File: src/rtl/ppcg_pkg.sv
package ppcg_pkg;

  localparam int unsigned PixW   = 32;
  localparam int unsigned ParW   = 31;
  localparam int unsigned LvlW   = 4;
  localparam int unsigned SchemeW = 2;

  localparam logic [SchemeW-1:0] SCHEME_SIMPLE = 2'd0;

  typedef enum logic [3:0] {
    ST_IDLE  = 4'b0001,
    ST_FIND  = 4'b0010,
    ST_SPLIT = 4'b0100,
    ST_EMIT  = 4'b1000
  } ppcg_state_e;

  typedef struct packed {
    logic accept;    // capture input word
    logic find;      // register resolution of the held pixel
    logic split;     // register row, column and starting level
    logic load_res;  // load one ancestor into the output register, then step down
    logic load_err;  // load the error word into the output register
  } ppcg_cmd_t;

  typedef struct packed {
    logic err;       // held pixel or scheme is invalid
    logic lvl_zero;  // current emit level is zero
  } ppcg_status_t;

  // First pixel number of level lvl: (4^lvl - 1)/3 = binary 0101..01 with lvl ones.
  function automatic logic [ParW-1:0] level_start(input logic [4:0] lvl);
    logic [ParW-1:0] s;
    s = '0;
    for (int j = 0; j < 16; j++) begin
      if (5'(j) < lvl) begin
        s[2*j] = 1'b1;
      end
    end
    return s;
  endfunction

endpackage

File: src/rtl/pixel_parent_chain_generator_core.sv
// Channel  | Direction | Handshake                  | Payload
// ---------+-----------+----------------------------+-----------------------------------------
// input    | in        | in_valid_i / in_stall_o    | child_pixel_i[31:0] signed
// output   | out       | out_valid_o / out_stall_i  | parent_pixel_o, level_o, error_o, last_o
// config   | in        | pixel_scheme_we_i          | pixel_scheme_i[1:0]
//
// A valid pixel of resolution r passes through one resolution search, one
// row/column split, then r+1 ancestor words, one per cycle unless the output
// stalls, through the single output register. An invalid word yields one error word.
// Reset clears the state machine, the output valid and the scheme (simple).
// A stall on the output holds the emit sequence; the input stalls until the chain ends.
module pixel_parent_chain_generator_core #(
  parameter int unsigned MaxRes = 15
) (
  input  logic        clk_i,
  input  logic        rst_ni,
  input  logic        in_valid_i,
  output logic        in_stall_o,
  input  logic [31:0] child_pixel_i,
  output logic        out_valid_o,
  input  logic        out_stall_i,
  output logic [30:0] parent_pixel_o,
  output logic [3:0]  level_o,
  output logic        error_o,
  output logic        last_o,
  input  logic        pixel_scheme_we_i,
  input  logic [1:0]  pixel_scheme_i
);
  import ppcg_pkg::*;

  ppcg_cmd_t    cmd;
  ppcg_status_t status;

  // Sequence accept, search, split and emit; own the output valid.
  ppcg_ctrl u_ctrl (
    .clk_i       (clk_i),
    .rst_ni      (rst_ni),
    .in_valid_i  (in_valid_i),
    .in_stall_o  (in_stall_o),
    .out_valid_o (out_valid_o),
    .out_stall_i (out_stall_i),
    .status_i    (status),
    .cmd_o       (cmd)
  );

  // Hold the pixel, the scheme register, row/column shifters and the output word.
  ppcg_datapath #(
    .MaxRes (MaxRes)
  ) u_datapath (
    .clk_i       (clk_i),
    .rst_ni      (rst_ni),
    .cmd_i       (cmd),
    .status_o    (status),
    .scheme_we_i (pixel_scheme_we_i),
    .scheme_i    (pixel_scheme_i),
    .pix_i       (child_pixel_i),
    .parent_o    (parent_pixel_o),
    .level_o     (level_o),
    .error_o     (error_o),
    .last_o      (last_o)
  );

endmodule

File: src/rtl/ppcg_ctrl.sv
module ppcg_ctrl (
  input  logic                  clk_i,
  input  logic                  rst_ni,
  input  logic                  in_valid_i,
  output logic                  in_stall_o,
  output logic                  out_valid_o,
  input  logic                  out_stall_i,
  input  ppcg_pkg::ppcg_status_t status_i,
  output ppcg_pkg::ppcg_cmd_t   cmd_o
);
  import ppcg_pkg::*;

  ppcg_state_e state_q, state_d;
  logic        out_valid_q, out_valid_d;
  logic        out_free;

  assign out_free   = !out_valid_q || !out_stall_i;
  assign in_stall_o = (state_q != ST_IDLE);
  assign out_valid_o = out_valid_q;

  always_comb begin
    state_d = state_q;
    cmd_o   = '0;
    case (state_q)
      ST_IDLE: begin
        if (in_valid_i) begin
          cmd_o.accept = 1'b1;
          state_d      = ST_FIND;
        end
      end
      ST_FIND: begin
        if (status_i.err) begin
          if (out_free) begin
            cmd_o.load_err = 1'b1;
            state_d        = ST_IDLE;
          end
        end else begin
          cmd_o.find = 1'b1;
          state_d    = ST_SPLIT;
        end
      end
      ST_SPLIT: begin
        cmd_o.split = 1'b1;
        state_d     = ST_EMIT;
      end
      ST_EMIT: begin
        if (out_free) begin
          cmd_o.load_res = 1'b1;
          if (status_i.lvl_zero) begin
            state_d = ST_IDLE;
          end
        end
      end
      default: begin
        state_d = ST_IDLE;
      end
    endcase
  end

  always_comb begin
    out_valid_d = out_valid_q;
    if (cmd_o.load_res || cmd_o.load_err) begin
      out_valid_d = 1'b1;
    end else if (!out_stall_i) begin
      out_valid_d = 1'b0;
    end
  end

  always_ff @(posedge clk_i or negedge rst_ni) begin
    if (!rst_ni) begin
      state_q     <= ST_IDLE;
      out_valid_q <= 1'b0;
    end else begin
      state_q     <= state_d;
      out_valid_q <= out_valid_d;
    end
  end

  a_one_load: assert property (@(posedge clk_i) disable iff (!rst_ni)
    !(cmd_o.load_res && cmd_o.load_err))
    else $error("ancestor and error word loaded together");

  a_load_free: assert property (@(posedge clk_i) disable iff (!rst_ni)
    (out_valid_q && out_stall_i) |-> !(cmd_o.load_res || cmd_o.load_err))
    else $error("output register overwritten while stalled");

  a_accept_find: assert property (@(posedge clk_i) disable iff (!rst_ni)
    cmd_o.accept |=> (state_q == ST_FIND))
    else $error("accepted word not followed by resolution search");

  a_last_idle: assert property (@(posedge clk_i) disable iff (!rst_ni)
    (cmd_o.load_res && status_i.lvl_zero) |=> (state_q == ST_IDLE && out_valid_q))
    else $error("chain did not end after level zero");

endmodule

File: src/rtl/ppcg_datapath.sv
module ppcg_datapath #(
  parameter int unsigned MaxRes = 15
) (
  input  logic                          clk_i,
  input  logic                          rst_ni,
  input  ppcg_pkg::ppcg_cmd_t           cmd_i,
  output ppcg_pkg::ppcg_status_t        status_o,
  input  logic                          scheme_we_i,
  input  logic [ppcg_pkg::SchemeW-1:0]  scheme_i,
  input  logic [ppcg_pkg::PixW-1:0]     pix_i,
  output logic [ppcg_pkg::ParW-1:0]     parent_o,
  output logic [ppcg_pkg::LvlW-1:0]     level_o,
  output logic                          error_o,
  output logic                          last_o
);
  import ppcg_pkg::*;

  logic [SchemeW-1:0] scheme_q;
  logic [PixW-1:0]    pix_q;
  logic [LvlW-1:0]    r_q, r_d;
  logic [LvlW-1:0]    lvl_q;
  logic [MaxRes-1:0]  row_q, col_q;
  logic [ParW-1:0]    par_q, par_d;
  logic [LvlW-1:0]    olvl_q;
  logic               oerr_q, olast_q;

  logic [ParW-1:0]    top_start;
  logic [ParW-1:0]    offset, row_full, col_full;

  assign top_start = level_start(5'(MaxRes + 1));

  assign status_o.err = (scheme_q != SCHEME_SIMPLE) || pix_q[PixW-1] ||
                        (pix_q[ParW-1:0] >= top_start);
  assign status_o.lvl_zero = (lvl_q == '0);

  // Resolution: count level starts at or below the pixel.
  always_comb begin
    r_d = '0;
    for (int k = 1; k <= 15; k++) begin
      if ((k <= MaxRes) && (pix_q[ParW-1:0] >= level_start(5'(k)))) begin
        r_d = LvlW'(k);
      end
    end
  end

  assign offset   = pix_q[ParW-1:0] - level_start({1'b0, r_q});
  assign row_full = offset >> r_q;
  assign col_full = offset & ((ParW'(1) << r_q) - ParW'(1));

  // Column is below 2^lvl, so it never overlaps the shifted row.
  assign par_d = level_start({1'b0, lvl_q}) + (ParW'(row_q) << lvl_q) + ParW'(col_q);

  always_ff @(posedge clk_i or negedge rst_ni) begin
    if (!rst_ni) begin
      scheme_q <= SCHEME_SIMPLE;
    end else if (scheme_we_i) begin
      scheme_q <= scheme_i;
    end
  end

  always_ff @(posedge clk_i) begin
    if (cmd_i.accept) begin
      pix_q <= pix_i;
    end
    if (cmd_i.find) begin
      r_q <= r_d;
    end
    if (cmd_i.split) begin
      row_q <= row_full[MaxRes-1:0];
      col_q <= col_full[MaxRes-1:0];
      lvl_q <= r_q;
    end else if (cmd_i.load_res) begin
      row_q <= row_q >> 1;
      col_q <= col_q >> 1;
      lvl_q <= lvl_q - LvlW'(1);
    end
    if (cmd_i.load_res) begin
      par_q   <= par_d;
      olvl_q  <= lvl_q;
      oerr_q  <= 1'b0;
      olast_q <= (lvl_q == '0);
    end else if (cmd_i.load_err) begin
      par_q   <= '0;
      olvl_q  <= '0;
      oerr_q  <= 1'b1;
      olast_q <= 1'b1;
    end
  end

  assign parent_o = par_q;
  assign level_o  = olvl_q;
  assign error_o  = oerr_q;
  assign last_o   = olast_q;

endmodule

File: config.mk
export PLATFORM = sky130hd
export DESIGN_NAME = pixel_parent_chain_generator_core
export DESIGN_NICKNAME = d
export VERILOG_FILES = /design/src/rtl/ppcg_pkg.sv /design/src/rtl/pixel_parent_chain_generator_core.sv /design/src/rtl/ppcg_ctrl.sv /design/src/rtl/ppcg_datapath.sv
export SDC_FILE = /design/constraint.sdc
export NUM_CORES = 1
export LEC_CHECK = 0
export BUFFER_PORTS_ARGS = -buffer_cell sky130_fd_sc_hd__buf_2
export CAP_MARGIN = 5
export CORE_ASPECT_RATIO = 0.7
export CORE_UTILIZATION = 48
export DETAILED_ROUTE_END_ITERATION = 8
export PLACE_DENSITY = 0.66
export SLEW_MARGIN = 30
export SYNTH_ARGS = -nofsm -noshare
export SYNTH_HDL_FRONTEND = slang
export SYNTH_SLANG_ARGS = --single-unit
File: constraint.sdc
create_clock -name clk_i -period 7.95 [get_ports clk_i]
set_clock_uncertainty 0.2 [all_clocks]
set_input_delay 0 -clock clk_i [delete_from_list [all_inputs] [get_ports clk_i]]
set_output_delay 0 -clock clk_i [all_outputs]
set_load 0.01 [all_outputs]
* Word level (Yosys, flattened, before mapping) *
Cells that the tools add are included.

operators by class
  $add $sub $neg = 5
  bitwise logic cells = 1
  reductions and logical operators = 14
  equal/unequal tests = 10
  shift-type cells = 3
  mux-type cells = 73
  magnitude comparators = 46

operators with widths
  cell                                                        count
  2-to-1 mux 31 bit                                           2
  2-to-1 mux 15 bit                                           4
  2-to-1 mux 4 bit                                            15
  less-than comparator 4 bit (first input constant)           14
  2-to-1 mux 1 bit                                            45
  less-than comparator 3 x 4 -> 1 bit (first input constant)  8
  adder 29 x 31 -> 31 bit                                     1
  adder 31 x 15 -> 31 bit                                     1
  >= comparator 31 x 1 -> 1 bit (second input constant)       1
  >= comparator 31 x 11 -> 1 bit (second input constant)      1
  >= comparator 31 x 13 -> 1 bit (second input constant)      1
  >= comparator 31 x 15 -> 1 bit (second input constant)      1
  >= comparator 31 x 17 -> 1 bit (second input constant)      1
  >= comparator 31 x 19 -> 1 bit (second input constant)      1
  >= comparator 31 x 21 -> 1 bit (second input constant)      1
  >= comparator 31 x 23 -> 1 bit (second input constant)      1
  >= comparator 31 x 25 -> 1 bit (second input constant)      1
  >= comparator 31 x 27 -> 1 bit (second input constant)      1
  >= comparator 31 x 29 -> 1 bit (second input constant)      1
  >= comparator 31 x 3 -> 1 bit (second input constant)       1
  >= comparator 31 bit (second input constant)                1
  >= comparator 31 x 5 -> 1 bit (second input constant)       1
  >= comparator 31 x 7 -> 1 bit (second input constant)       1
  >= comparator 31 x 9 -> 1 bit (second input constant)       1
  other kinds (28)                                            46

word-level totals
  input port bits = 39
  output and inout bits = 39
  flip-flop bits (word level) = 114
  logic and storage cells = 167

* Depth between registers and ports, before layout *
  word-level depth = 15
  gate-level depth with buffers = 19
  mapped depth without buffers = 18

* Modules after synthesis *
From an unflattened synthesis, not the netlist that was laid out.

unflattened totals
  cells, all modules = 1114
  area, all modules = 10095.9 um2

by module, submodules not included
  module         times used  cells each  area an instance (um2)  seq. area each (um2)
  ppcg_datapath  1           1077        9746.8                  3253.1
  ppcg_ctrl      1           37          349.1                   126.4

* Worst setup path after synthesis *
OpenSTA, ideal clock, no wires.

  path type = reg-to-reg
  start = register u_datapath.lvl_q[0]
  end = register u_datapath.par_q[29], in the netlist u_datapath.parent_o[29] (data pin)
  required time = 7489 ps
  setup time = 261 ps
  path buffers = 3
  slack = 2917 ps
  period minus slack after synthesis = 5033 ps
  data arrival time = 4572 ps
  stages on the path, launching flop included = 19
  cells stage by stage = edfxtp_1 -> clkbuf_1 -> clkbuf_1 -> inv_1 -> ha_1 -> clkbuf_1 -> o21a_1 -> fa_1 -> inv_1 -> fa_1 -> a211oi_1 -> o21ai_0 -> nand3b_1 -> a31oi_1 -> o41ai_1 -> o31ai_1 -> a31oi_1 -> a2bb2oi_1 -> mux2i_1

between the ends
  word-level cells in the longest chain between the ends = 5
  elaborated cells on any way between the ends = 34
  those cells by class = 2 x add/sub; 15 x order compare; 1 x shift; 16 x mux

ends and longest elaborated chain
  what                                                         line                 RTL
  start: declaration                                           ppcg_datapath.sv:21  logic [LvlW-1:0] lvl_q;
  start signal: assignment                                     ppcg_datapath.sv:71  lvl_q <= r_q;
  start signal: assignment                                     ppcg_datapath.sv:75  lvl_q <= lvl_q - LvlW'(1);
  less-than comparator 1 x 4 -> 1 bit (tied with other cells)  ppcg_pkg.sv:35       if (5'(j) < lvl) begin
  2-to-1 mux 1 bit                                             ppcg_pkg.sv:35
  adder 29 x 31 -> 31 bit *                                    ppcg_datapath.sv:51  assign par_d = level_start({1'b0, lvl_q}) + (ParW'(row_q) << lvl_q) + ParW'(col_q);
  adder 31 x 15 -> 31 bit *                                    ppcg_datapath.sv:51
  2-to-1 mux 31 bit *                                          ppcg_datapath.sv:77  if (cmd_i.load_res) begin
  end signal: assignment                                       ppcg_datapath.sv:78  par_q <= par_d;
  end: declaration                                             ppcg_datapath.sv:23  logic [ParW-1:0] par_q, par_d;

Mark *: on every way between the ends. The rest lies on a longest branch, timed or not.
A chain may end at the register's enable or synchronous reset.

* Worst setup path after layout *
  start = register u_datapath.lvl_q[1]
  end = register u_datapath.par_q[29], in the netlist u_datapath.parent_o[29] (data pin)

Same word-level chain as after synthesis.

==> qor.csv <==
stage,metric,value,unit
routing,DR pass1 iterations,6,
synthesis,Mapped Area,10500,µm²
grt,initial antenna violation count,1,
layout,"commonest non-fill, non-tap cells in the layout","nor2_1, nand2_1, edfxtp_1, buf_2",
die,row cnt,44,
routing,detail-routed net length per standard cell,19.8,µm
layout,number of fill cells,1879,
synthesis,synthesized flop and latch total,114,
power_and_ir_drop,worst IR drop on VDD,0.000189,V
clocking,CTS H-tree depth,4,
power_and_ir_drop,Leak,4.55,nW
synthesis,cells after synthesis,1195,
power_and_ir_drop,power density over the cells,188,nW/µm²
synthesis,Synth Area in XOR/XNOR,0.0344,
layout,ratio of cells with drive above 1 in the final layout,0.145,
worst_setup_path,worst path required time,8.03,ns
worst_setup_path,Slowest cell on crit path,edfxtp_1,
run,MaxCap Viol Count,0,
synthesis,most used flip-flop cell after synthesis,edfxtp_1,
routing,DRC Markers,0,
worst_setup_path,critical path's largest stage delay,0.92,ns
synthesis,Post-Synth Simple-Gate Area,0.205,
synthesis,Post-synth EDFFs,106,
grt,number of global-route vias before repair,8751,
power_and_ir_drop,Clock power frac,0.333,
synthesis,Post-Synth Adder-Cell Area,0.0843,
sta,unrepaired setup endpoints after global routing,false,
hold_path,hold endpoint,u_datapath.pix_q[16],
clocking,Sink Count,114,
worst_setup_path,R2R depth,15,
sta,Worst slew margin,0.371,
worst_setup_path,Worst R2R Setup Slack,1.86,ns
routing,via count,9833,
die,Core Footprint,21000,µm²
grt,pin count of the biggest net entering global routing,64,
placement,I/O Buffers,77,
clocking,TritonCTS clock tree,built,
synthesis,synth unique cells,93,
sta,Max Slew Vio Count,0,
hold_path,worst hold path type,input port to flop,
layout,register area,3380,µm²
layout,Multi-input gate area,6590,µm²
worst_setup_path,Worst Setup Path Type,flop to flop,
synthesis,async set-reset flop share out of synthesis,0.0614,
synthesis,largest family of logic cells by synthesized area,compound AO/OA/AOI/OAI gates,
power_and_ir_drop,sequential power share,0.364,
power_and_ir_drop,final total power,0.00225,W
synthesis,"Seq/Total Area, Yosys",0.323,
sta,Final min period,6.09,ns
clocking,post-CTS sizing,0,
synthesis,mux share of post-synthesis cell area,0.0714,
worst_setup_path,Crit path max-delay family,compound AO/OA/AOI/OAI gates,
worst_setup_path,worst-path cell chain,"clkinv_1, ha_1, o21a_1, fa_1, inv_1, fa_1, a211oi_1, o21ai_0, nand3b_1, a31oi_1, o41ai_1, o31ai_1, a31oi_1, a2bb2oi_1, mux2i_1",
routing,drt total wl,30.9,mm
die,initial core utilization,0.497,
sta,Finish-stage setup viols,0,
synthesis,Avg Synthesized Cell Area,8.74,µm²
layout,"leading cell type in the layout, fill and taps excluded",nor2_1,
clocking,Post-CTS Setup Bufs,0,
sta,worst-margin pin slew,0.931,ns
outcome,outcome,completed,
worst_setup_path,"critical path fanouts, max",24,
power_and_ir_drop,sw frac,0.350,
sta,f_max,164,MHz
synthesis,post-synthesis compound-gate area fraction,0.236,
die,# IOs,78,
sta,fin crit share,0.767,
worst_setup_path,"Arr. time, crit path",6.17,ns
clocking,Inserted Clock Buffers,17,
worst_setup_path,CP Capture Type,flop,
power_and_ir_drop,Gate power share,0.303,
clocking,Clock Tree Buf Depth,2,
layout,Ant. Diodes,0,
sta,Final Hold Viols,0,
worst_setup_path,startpoint types,flop,
layout,Post-layout nets,1373,
grt,Total GRT Usage,0.281,
die,Vert. Die Dim,125,µm
synthesis,"Net Count, Synth",1299,
power_and_ir_drop,sw power,0.000787,W
routing,antenna-violating nets left,0,
worst_setup_path,reg2reg start,u_datapath.lvl_q[1],
placement,Routability Congestion,0.923,
routing,Iter 0 DRT Violations,1220,
worst_setup_path,reg-to-reg endpoint,u_datapath.parent_o[29],
clocking,clk slew on worst S/H paths,0.06,ns
clocking,Clock Root Buffer,clkbuf_16,
clocking,Worst-Skew Late Latency,0.43,ns
routing,Vias per Instance,6.31,
synthesis,Syn. warnings,0,
sta,setup TNS,0,ns
power_and_ir_drop,P_int,0.00146,W
hold_path,Hold Crit Depth,2,
layout,Layout area overhead,14.4,%
die,die span in x,178,µm
placement,Detail Placement HPWL,22.7,mm
grt,first-pass GRT wire length,48.6,mm
layout,fin util,0.568,
hold_path,Hold Crit Start,child_pixel_i[16],
clocking,Post-CTS Hold Buffers,40,
die,Die ar.,22400,µm²
grt,GRT overflow,0,
worst_setup_path,Buffers & Inverters on Critical Path,2,
==> cells in the mapped netlist, drive strengths merged, types with 6 or more instances <==
| cell | number | area [µm²] |
|---|---|---|
| inv | 41 | 154 |
| a21oi | 69 | 345 |
| o21a | 17 | 128 |
| o211ai | 14 | 119 |
| buf | 21 | 106 |
| a2111oi | 7 | 67.6 |
| nor4 | 15 | 93.8 |
| a31oi | 21 | 138 |
| or2 | 8 | 50.1 |
| o31ai | 19 | 175 |
| or3 | 9 | 56.3 |
| nor2 | 135 | 507 |
| edfxtp | 106 | 3180 |
| nand2b | 9 | 63.8 |
| clkbuf | 56 | 214 |
| dfrtp | 6 | 150 |
| a211oi | 20 | 155 |
| o22ai | 10 | 62.6 |
| mux2i | 22 | 220 |
| or4 | 6 | 45.0 |
| ha | 56 | 701 |
| a211o | 16 | 140 |
| o21ai | 72 | 372 |
| mux4 | 14 | 315 |
| a21o | 14 | 105 |
| a21boi | 9 | 67.6 |
| and3 | 9 | 56.3 |
| fa | 9 | 180 |
| mux2 | 18 | 210 |
| nand2 | 123 | 462 |
| nand3 | 35 | 175 |
| and2 | 14 | 88.8 |
| xnor2 | 21 | 184 |
| nor3 | 60 | 315 |
| xor2 | 20 | 175 |
==> stage by stage <==
stage,hold slack [ns],std cells,cell area [µm²],worst slack [ns]
after floorplan,-0.496,1195,10500,2.92
after global routing,0.0685,1558,12000,1.47
after global placement,-0.358,1485,11000,2.22
after detailed placement,-0.360,1485,11000,2.07
after CTS,0.0632,1557,11900,2.03
final,0.0774,1558,12000,1.86
==> flip-flops by register name (all words and copies together), names as in the netlist <==
name and cells:
u_datapath.last_o 1, u_datapath.parent_o 31, u_datapath.level_o 4, u_datapath.error_o 1, u_datapath.lvl_q 4, u_datapath.pix_q 32, u_datapath.col_q 15, u_ctrl.state_q 4
u_ctrl.out_valid_o 1, u_datapath.row_q 15, u_datapath.r_q 4, u_datapath.scheme_q 2
==> worst max path at each step <==
stage	startpoint	to	slack (ns)	cells after the start
2_1_floorplan	u_datapath.lvl_q[0]	u_datapath.parent_o[29]	2.92	18
3_3_place_gp	u_datapath.lvl_q[1]	u_datapath.parent_o[29]	2.22	15
3_5_place_dp	u_datapath.lvl_q[1]	u_datapath.parent_o[29]	2.07	15
4_1_cts	u_datapath.lvl_q[1]	u_datapath.parent_o[29]	2.03	15
5_1_grt	u_datapath.lvl_q[1]	u_datapath.parent_o[29]	1.47	15
6_report	u_datapath.lvl_q[1]	u_datapath.parent_o[29]	1.86	15
==> power by group through the flow <==
stage	Clock [W]	Combinational (W)	Sequential [W]
after floorplan	0	0.000506	0.000792
after global placement	0	0.000641	0.000828
after detailed placement	0	0.000646	0.000826
after CTS	0.000758	0.000668	0.000817
after global routing	0.000783	0.000743	0.000830
final	0.000749	0.000683	0.000820
==> per-layer routing <==
metal,wire [µm],share of wire,vias up,global-route usage
met3,3320,0.11,14,0.0885
met2,12200,0.40,446,0.366
met4,191,0.0062,0,0.0518
li1,-,-,4687,-
met1,15200,0.49,4686,0.445
met5,0,0,-,0
==> area by class of cell <==
| cell class | instances | area share |
|---|---|---|
| sequential | 114 | 0.283 |
| inverter | 44 | 0.0138 |
| multi-input combinational | 960 | 0.551 |
| timing repair buffer | 132 | 0.0755 |
| clock buffer | 24 | 0.0411 |
| clock inverter | 8 | 0.00659 |
| tap | 276 | 0.0289 |
==> kinds of logic after synthesis <==
group	count (synthesis)
AND/OR/NAND/NOR	449
AO/OA/AOI/OAI	351
multiplexers	54
flip-flops	114
adder cells (fa/ha/maj)	65
buffers and inverters	121
XOR/XNOR	41
(Power assumes the default switching activity.)
